--- src/sv/cwfl_pkg.sv ---
package cwfl_pkg;

  // Fixed field and datapath widths.
  localparam int unsigned LINE_W      = 24;
  localparam int unsigned SAMPLE_W    = 16;
  localparam int unsigned WIN_W       = 16;
  localparam int unsigned GAIN_W      = 16;
  localparam int unsigned WG_W        = 32;
  localparam int unsigned PROD_W      = 56;
  // A line value times a weighted window stays within +-2^53.
  localparam int unsigned PROD_MAG_W  = 54;
  localparam int unsigned FRAC_SHIFT  = 23;
  localparam int unsigned TAPS_CFG_W  = 7;
  localparam int unsigned STG_CFG_W   = 4;
  localparam int unsigned COEFF_IDX_W = 6;
  localparam int unsigned CFG_IDX_W   = 2;

  // Configuration register indexes.
  localparam logic [CFG_IDX_W-1:0] CFG_TAPS   = 2'd0;
  localparam logic [CFG_IDX_W-1:0] CFG_STAGES = 2'd1;
  localparam logic [CFG_IDX_W-1:0] CFG_GAIN   = 2'd2;

  // Request types.
  localparam logic REQ_SAMPLE = 1'b0;
  localparam logic REQ_COEFF  = 1'b1;

  // Register reset values.
  localparam logic [TAPS_CFG_W-1:0]  TAPS_RST  = 7'd16;
  localparam logic [STG_CFG_W-1:0]   STG_RST   = 4'd1;
  localparam logic signed [GAIN_W-1:0] GAIN_RST = 16'sd256;

  // Output saturation limits.
  localparam logic signed [LINE_W-1:0] RES_MAX = 24'sh7FFFFF;
  localparam logic signed [LINE_W-1:0] RES_MIN = 24'sh800000;

  // Commands from the controller to the datapath.
  typedef struct packed {
    logic clear;
    logic coeff_wr;
    logic start;
    logic issue;
    logic div_start;
    logic next_stage;
    logic finish;
  } cmd_t;

  // Status from the datapath to the controller.
  typedef struct packed {
    logic clr_last;
    logic tap_last;
    logic pipe_busy;
    logic div_done;
    logic stage_last;
    logic out_full;
  } sts_t;

endpackage

--- src/sv/cwfl_ctrl.sv ---
module cwfl_ctrl import cwfl_pkg::*; (
  input  logic clk_i,
  input  logic rst_ni,
  input  logic in_valid_i,
  input  logic req_type_i,
  output logic in_ready_o,
  input  sts_t sts_i,
  output cmd_t cmd_o
);

  localparam logic [2:0] ST_CLEAR = 3'd0;
  localparam logic [2:0] ST_IDLE  = 3'd1;
  localparam logic [2:0] ST_MAC   = 3'd2;
  localparam logic [2:0] ST_DRAIN = 3'd3;
  localparam logic [2:0] ST_DIV   = 3'd4;
  localparam logic [2:0] ST_FIN   = 3'd5;

  logic [2:0] state_q, state_d;

  always_ff @(posedge clk_i or negedge rst_ni) begin
    if (!rst_ni) begin
      state_q <= ST_CLEAR;
    end else begin
      state_q <= state_d;
    end
  end

  // Sequencing: clear, then per sample walk taps, drain, divide per stage.
  always_comb begin
    state_d    = state_q;
    cmd_o      = '0;
    in_ready_o = 1'b0;
    unique case (state_q)
      ST_CLEAR: begin
        cmd_o.clear = 1'b1;
        if (sts_i.clr_last) state_d = ST_IDLE;
      end
      ST_IDLE: begin
        in_ready_o = 1'b1;
        if (in_valid_i) begin
          if (req_type_i == REQ_COEFF) begin
            cmd_o.coeff_wr = 1'b1;
          end else begin
            cmd_o.start = 1'b1;
            state_d     = ST_MAC;
          end
        end
      end
      ST_MAC: begin
        cmd_o.issue = 1'b1;
        if (sts_i.tap_last) state_d = ST_DRAIN;
      end
      ST_DRAIN: begin
        if (!sts_i.pipe_busy) begin
          cmd_o.div_start = 1'b1;
          state_d         = ST_DIV;
        end
      end
      ST_DIV: begin
        if (sts_i.div_done) begin
          if (sts_i.stage_last) begin
            state_d = ST_FIN;
          end else begin
            cmd_o.next_stage = 1'b1;
            state_d          = ST_MAC;
          end
        end
      end
      ST_FIN: begin
        if (!sts_i.out_full) begin
          cmd_o.finish = 1'b1;
          state_d      = ST_IDLE;
        end
      end
      default: state_d = ST_IDLE;
    endcase
  end

endmodule

--- config.mk ---
export PLATFORM = sky130hd
export DESIGN_NAME = cwfl_ctrl
export DESIGN_NICKNAME = d
export VERILOG_FILES = /design/src/sv/cwfl_pkg.sv /design/src/sv/cwfl_ctrl.sv
export SDC_FILE = /design/constraint.sdc
export NUM_CORES = 1
export LEC_CHECK = 0
export BUFFER_PORTS_ARGS = -buffer_cell sky130_fd_sc_hd__buf_2
export CORE_AREA = 2 2 39 41
export CTS_CLUSTER_SIZE = 40
export DETAILED_ROUTE_END_ITERATION = 6
export DIE_AREA = 0 0 41 43
export HOLD_SLACK_MARGIN = 0.1
export PLACE_DENSITY = 0.53
export SYNTH_ARGS = -nofsm -noshare
export SYNTH_HDL_FRONTEND = slang
export SYNTH_SLANG_ARGS = --single-unit
--- constraint.sdc ---
create_clock -name clk_i -period 3.5 [get_ports clk_i]
set_input_delay 1.05 -clock clk_i [delete_from_list [all_inputs] [get_ports clk_i]]
set_output_delay 1.05 -clock clk_i [all_outputs]
set_load 0.01 [all_outputs]
==> results of run 1 <==
-- cells by family after synthesis --
logic type / count (synthesis) / synth area share (%)
mux: 1 / 4.44
buf+inv: 4 / 8.89
flops: 3 / 22.2
xor+xnor: 1 / 2.59
simple gates: 23 / 38.9
compound gates: 8 / 23.0
-- placed cells by master, fill, tap and decap left out, types with 2 or more instances in the layout --
master	instances
sky130_fd_sc_hd__nor2_1	7
sky130_fd_sc_hd__nand2_1	3
sky130_fd_sc_hd__nor3_1	4
sky130_fd_sc_hd__a21oi_1	3
sky130_fd_sc_hd__buf_2	17
sky130_fd_sc_hd__dfrtp_1	3
sky130_fd_sc_hd__inv_1	2
sky130_fd_sc_hd__clkbuf_4	3
-- routing by layer --
layer / global-route usage, % / part of all wire, % / vias up
li1: - / - / 180
met1: 13.1 / 39 / 149
met2: 15.3 / 56 / 7
met3: 1.57 / 4.4 / 0
met4: 10.0 / 0 / 0
met5: 0 / 0 / -
-- critical path: cells and delay by family --
| kind | cells | cell delay, ns |
|---|---|---|
| and+or+nand+nor | 2 | 0.35 |
| buffers and inverters | 2 | 0.23 |
-- metrics by stage --
step	instances	area [µm²]	hold slack, ns
4_1_cts	75	447	0.599
5_1_grt	75	447	0.594
2_1_floorplan	40	338	0.591
3_3_place_gp	71	420	0.709
3_5_place_dp	71	420	0.696
6_report	75	447	0.604
-- how the worst min path moves through the flow --
stage	from	endpoint	slack [ns]	cells after the start
2_1_floorplan	state_q[0]	state_q[0]	0.59	3
3_3_place_gp	state_q[2]	state_q[0]	0.71	2
3_5_place_dp	state_q[2]	state_q[0]	0.70	2
4_1_cts	rst_ni	state_q[1]	0.60	1
5_1_grt	rst_ni	state_q[1]	0.59	1
6_report	rst_ni	state_q[1]	0.60	1
-- power by group through the flow --
| stage | Clock [W] | Sequential, W | Combinational [W] |
|---|---|---|---|
| final | 0.0000605 | 0.0000975 | 0.000231 |
| after global routing | 0.0000690 | 0.000103 | 0.000259 |
| after CTS | 0.0000631 | 0.0000991 | 0.000235 |
| after global placement | 0 | 0.0000996 | 0.000234 |
| after floorplan | 0 | 0.0000647 | 0.000235 |
| after detailed placement | 0 | 0.0000987 | 0.000234 |
-- final cells by class --
cell class / instances / area share (%)
sequential: 3 / 16.8
multi-input combinational: 33 / 52.1
clock buffer: 4 / 5.88
inverter: 2 / 1.68
tap: 16 / 4.48
timing repair buffer: 17 / 19.0
==> out/summary.txt, run 1 <==
Count leader, synth -> sky130_fd_sc_hd__nor2_1
Post-CTS repair timing setup buffer count -> 0
Number of distinct library cell variants in the gate-level netlist after synthesis -> 23
IO Count -> 18
Transition at the pin with the smallest max-transition slack -> 0.342 ns
Element type at the critical path start -> input port
VDD IR max -> 0.270 mV
Post-synthesis sequential area ratio -> 22.2%
Count of final hold-check violations -> 0
Worst min path class -> input port to asynchronous set/reset pin
Combinational group share of total power -> 59.4%
Switching power as a share of total power -> 44.0%
Post-layout min period -> 2.68 ns
Reg-to-Reg End -> state_q[1]
CP max-delay cell -> sky130_fd_sc_hd__nor3_1
Clock power share -> 15.5%
H-tree level count -> 1
Clk Latency, worst-skew pair -> 0.23 ns
Total Neg Setup Slack -> 0 ns
Post-layout util -> 32.3%
Number of warnings printed during yosys synthesis -> 0
Worst Path Required -> 2.45 ns
Register area -> 75.1 µm²
R2R depth -> 4
Number of buffers inserted during clock tree synthesis -> 3
Slew margin rel. -> 77.2%
Maximum number of pins on one net before global-route repair -> 11
Biggest area contributors in the synthesized netlist -> sky130_fd_sc_hd__dfrtp_1 (22%), sky130_fd_sc_hd__o32ai_4 (8.1%), sky130_fd_sc_hd__nor2_1 (7.8%)
Layout cells sized above 1 -> 47.5%
Unrepaired setup endpoints after global routing -> no
Number of input and output port buffers inserted -> 17
Internal power -> 0.000218 W
Initial standard-cell utilization of the core -> 24.4%
PnR worst setup slack -> 0.821 ns
Maximum fanout along the worst path -> 3
Synthesized flop and latch total -> 3
Capturing instance or port of the critical path -> cmd_o[1]
Standby leakage power -> 0.227 nW
Number of nets at the end of the flow -> 70
Most common cell type on the critical path -> sky130_fd_sc_hd__buf_2
Power after layout -> 0.000389 W
Total die area -> 1760 µm²
Number of filler instances in the final layout -> 159
Largest registers -> state_q: 3 flops
Count of max-cap constraint violations -> 0
Sequential share of power -> 25.1%
Worst clock skew on the final layout -> 0.00146 ns
Final-report max-slew violation count -> 0
Core Rows -> 14
Outcome -> complete, no violations
Stage delay of the slowest cell on the critical path -> 0.20 ns
Pre-CTS setup slack -> 0.808 ns
Wire length of the first global-routing pass -> 1250 µm
Antenna Violating Nets Remaining -> 0
RePlAce Congestion -> 0.765
Post-synthesis cell count -> 40
Detail-routed net length per standard cell -> 9.75 µm
Reg2Reg Setup Slack -> 2.12 ns
Library cell with the largest summed area after synthesis -> sky130_fd_sc_hd__dfrtp_1
Worst-path cell chain -> buf_2 -> nor3_1 -> and2_1 -> buf_2
CTS Root Buffer Type -> sky130_fd_sc_hd__clkbuf_4
Synth Area per Inst -> 8.45 µm²
Synth Net Count -> 50
Routed via count -> 336
Max reg flops -> 3
Reg clk slew, reported paths -> 0.04 ns
Top register by number of flip-flops -> state_q
DRT Pass-1 Iters -> 2
Number of buffers on the longest clock path -> 2
Placeable core region -> 1380 µm²
Count of hold-fix buffers inserted at cts -> 0
Beginning of the critical path -> sts_i[1]
Antenna violations before repair -> 0
Half-perimeter wire length after detailed placement -> 582 µm
Worst setup EP type -> output port
Number of gates given a new drive strength after cts -> 0
Width of the die -> 41 µm
Aggregate global routing overflow -> 0
Critical path start-end classification -> input port to output port
Synth async-reset ratio -> 100%
Number of global-route vias before repair -> 328
Ratio of routed vias to standard cells -> 4.48
Num Clock Sinks -> 3
Share of Yosys cell area claimed by the top area cell type -> 22.2%
Die H -> 43 µm
Most frequently used flop master after synthesis -> sky130_fd_sc_hd__dfrtp_1
Period utilisation layout -> 76.5%
Worst reg2reg startpoint -> state_q[1]
Diode count -> 0
Final number of setup-violating endpoints -> 0
Combined area of the multi-input logic cells -> 233 µm²
TritonCTS clock tree -> built
GRT Resource Usage Total -> 10.8%
Netlist area before placement -> 338 µm²
Arrival time of the worst setup path -> 1.63 ns
# DRC -> 0
Pwr per Cell Area -> 871 nW/µm²
Wire length reported by the detailed router -> 731 µm
Drt first-iter violations -> 1
Net Sw Power -> 0.000171 W
Signed area change from the synthesized netlist to the final layout -> 32.2%
Most used standard cells in the synthesized netlist -> sky130_fd_sc_hd__nor2_1 (7), sky130_fd_sc_hd__nor3_1 (4), sky130_fd_sc_hd__a21oi_1 (3), sky130_fd_sc_hd__dfrtp_1 (3), sky130_fd_sc_hd__nand2_1 (3)
Number of enable-type register cells in the synthesized netlist -> 0
Top achievable clock speed -> 0.373 GHz
(Power assumes the default switching activity.)
==> run 2: changes to the inputs <==
Settings changed: ABC_AREA set to 1, PLACE_DENSITY 0.53 to 0.57.
Clock period 3.5 ns to 2.6 ns, I/O delays scaled along.
==> out/summary.txt, run 2 <==
Outcome -> complete, no violations
Top register by number of flip-flops -> state_q
Core Rows -> 14
Maximum fanout along the worst path -> 10
Capturing instance or port of the critical path -> cmd_o[1]
Clk Latency, worst-skew pair -> 0.23 ns
Post-synthesis cell count -> 58
DRT Pass-1 Iters -> 4
Signed area change from the synthesized netlist to the final layout -> 25.7%
Share of Yosys cell area claimed by the top area cell type -> 19.8%
Synth Net Count -> 68
Count of max-cap constraint violations -> 0
Number of distinct library cell variants in the gate-level netlist after synthesis -> 15
Combinational group share of total power -> 59.5%
Total buffers and inverters traversed by the critical path -> 2
TritonCTS clock tree -> built
Register area -> 75.1 µm²
Number of filler instances in the final layout -> 170
Worst-path cell chain -> nor2_4 -> nand2_1 -> inv_1 -> nand2_1 -> nor2_1 -> buf_2
Count of placed standard cells in the final layout, fillers left out -> 92
Number of buffers inserted during clock tree synthesis -> 3
Count of hold-fix buffers inserted at cts -> 0
Number of nets at the end of the flow -> 87
CTS Root Buffer Type -> sky130_fd_sc_hd__clkbuf_4
Arrival time of the worst setup path -> 1.37 ns
RePlAce Congestion -> 0.737
Element type at the critical path start -> register
R2R depth -> 7
Synthesized flop and latch total -> 3
Initial standard-cell utilization of the core -> 27.4%
Stage delay of the slowest cell on the critical path -> 0.52 ns
Library cell with the largest summed area after synthesis -> sky130_fd_sc_hd__dfrtp_1
Most used standard cells in the synthesized netlist -> sky130_fd_sc_hd__nand2_1 (18), sky130_fd_sc_hd__inv_1 (8), sky130_fd_sc_hd__nand3_1 (7)
Critical path start-end classification -> register to output port
Layout cells sized above 1 -> 36.8%
Worst setup EP type -> output port
Most common cell type on the critical path -> sky130_fd_sc_hd__nand2_1
Post-CTS repair timing setup buffer count -> 0
Max reg flops -> 3
Worst min path class -> input port to asynchronous set/reset pin
Ratio of routed vias to standard cells -> 4.29
Antenna violations before repair -> 0
Power after layout -> 0.000527 W
Clock power share -> 15.3%
Total die area -> 1760 µm²
H-tree level count -> 1
Largest registers -> state_q: 3 flops
Most common cell after layout, fill and taps aside -> sky130_fd_sc_hd__nand2_1
Biggest area contributors in the synthesized netlist -> sky130_fd_sc_hd__dfrtp_1 (20%), sky130_fd_sc_hd__nand2_1 (18%), sky130_fd_sc_hd__nand3_1 (9.2%)
Netlist area before placement -> 379 µm²
Post-synthesis sequential area ratio -> 19.8%
Combined area of the multi-input logic cells -> 228 µm²
Standby leakage power -> 0.299 nW
Total Neg Setup Slack -> 0 ns
Number of input and output port buffers inserted -> 17
Synth Area per Inst -> 6.54 µm²
Number of gates given a new drive strength after cts -> 0
Pwr per Cell Area -> 1110 nW/µm²
Reg clk slew, reported paths -> 0.04 ns
Reg2Reg Setup Slack -> 1.30 ns
# DRC -> 0
Crit. path cell count -> 6
Routed via count -> 395
Detail-routed net length per standard cell -> 8.50 µm
Transition at the pin with the smallest max-transition slack -> 0.423 ns
Unrepaired setup endpoints after global routing -> no
Reg-to-Reg End -> state_q[0]
IO Count -> 18
Internal power -> 0.000260 W
Diode count -> 0
Worst Path Required -> 1.82 ns
Number of warnings printed during yosys synthesis -> 0
VDD IR max -> 0.261 mV
Wire length of the first global-routing pass -> 1100 µm
Top achievable clock speed -> 0.465 GHz
Worst reg2reg startpoint -> state_q[0]
Count leader, synth -> sky130_fd_sc_hd__nand2_1
Drt first-iter violations -> 7
Most frequently used flop master after synthesis -> sky130_fd_sc_hd__dfrtp_1
Cell count after placement -> 88
Wire length reported by the detailed router -> 782 µm
Aggregate global routing overflow -> 0
Die H -> 43 µm
Half-perimeter wire length after detailed placement -> 609 µm
GRT Resource Usage Total -> 9.67%
Number of enable-type register cells in the synthesized netlist -> 0
Final number of setup-violating endpoints -> 0
Sequential share of power -> 25.2%
Period utilisation layout -> 82.7%
Maximum number of pins on one net before global-route repair -> 11
Worst clock skew on the final layout -> 0.00241 ns
Slew margin rel. -> 71.8%
Final-report max-slew violation count -> 0
Net Sw Power -> 0.000267 W
Highest-count cells in the layout ignoring fill and taps -> sky130_fd_sc_hd__nand2_1 (18), sky130_fd_sc_hd__buf_2 (17), sky130_fd_sc_hd__inv_1 (8), sky130_fd_sc_hd__nand3_1 (7), sky130_fd_sc_hd__nor2_1 (6)
Number of buffers on the longest clock path -> 2
Post-layout min period -> 2.15 ns
Category of cells accounting for the largest share of critical-path delay -> flip-flops
Number of global-route vias before repair -> 314
Width of the die -> 41 µm
Count of final hold-check violations -> 0
CP max-delay cell -> sky130_fd_sc_hd__dfrtp_1
Switching power as a share of total power -> 50.7%
Num Clock Sinks -> 3
Beginning of the critical path -> state_q[0]
Synth async-reset ratio -> 100%
Antenna Violating Nets Remaining -> 0
Placeable core region -> 1380 µm²
-- run 2: cell count changes after synthesis, sizes merged, moves of 4 or more --
cell	delta
nand3	+7
nand2	+17
inv	+8
a21oi	-4
-- run 2: final cells by class --
class,instances,area share (%)
clock buffers,4,5.51
flip-flops and latches,3,15.7
inverters,10,8.92
repair buffers,17,17.8
multi-input cells,42,47.8
well taps,16,4.20
-- run 2: cell families (layout without fill, tap and decap cells) --
group,after synthesis,after routing,synth area share (%)
AOI/OAI and AO/OA,1,1,3.96
buffers and inverters,13,31,20.1
DFF,3,3,19.8
and+or+nand+nor,41,41,56.1
-- run 2: layer usage --
metal / up-vias / global-route usage (%) / share of wire (%)
met3: 0 / 3.14 / 10
met1: 162 / 9.42 / 43
met2: 18 / 15.3 / 47
li1: 215 / - / -
met5: - / 0 / 0
met4: 0 / 8.00 / 0
-- run 2: how the worst min path moves through the flow --
stage / end / cells after the start / startpoint / slack [ns]
after floorplan: state_q[0] / 0 / rst_ni / 0.48
after global placement: state_q[1] / 1 / rst_ni / 0.57
after detailed placement: state_q[1] / 1 / rst_ni / 0.58
after CTS: state_q[0] / 1 / rst_ni / 0.33
after global routing: state_q[0] / 1 / rst_ni / 0.33
final: state_q[0] / 1 / rst_ni / 0.33
-- run 2: metrics by stage --
stage          util, %  hold slack (ns)  cell area [µm²]  setup WS [ns]
2_1_floorplan        -            0.484              379          0.701
3_3_place_gp      32.5            0.574              450          0.616
3_5_place_dp      32.5            0.575              450          0.605
4_1_cts           34.4            0.329              477          0.444
5_1_grt           34.4            0.326              477          0.316
6_report          34.4            0.333              477          0.450
-- run 2: power groups by stage --
stage	Clock [W]	Sequential (W)	Combinational, W
after global routing	0.0000854	0.000138	0.000353
final	0.0000806	0.000133	0.000313
after floorplan	0	0.0000764	0.000333
after global placement	0	0.000133	0.000312
after CTS	0.0000830	0.000133	0.000316
after detailed placement	0	0.000134	0.000315
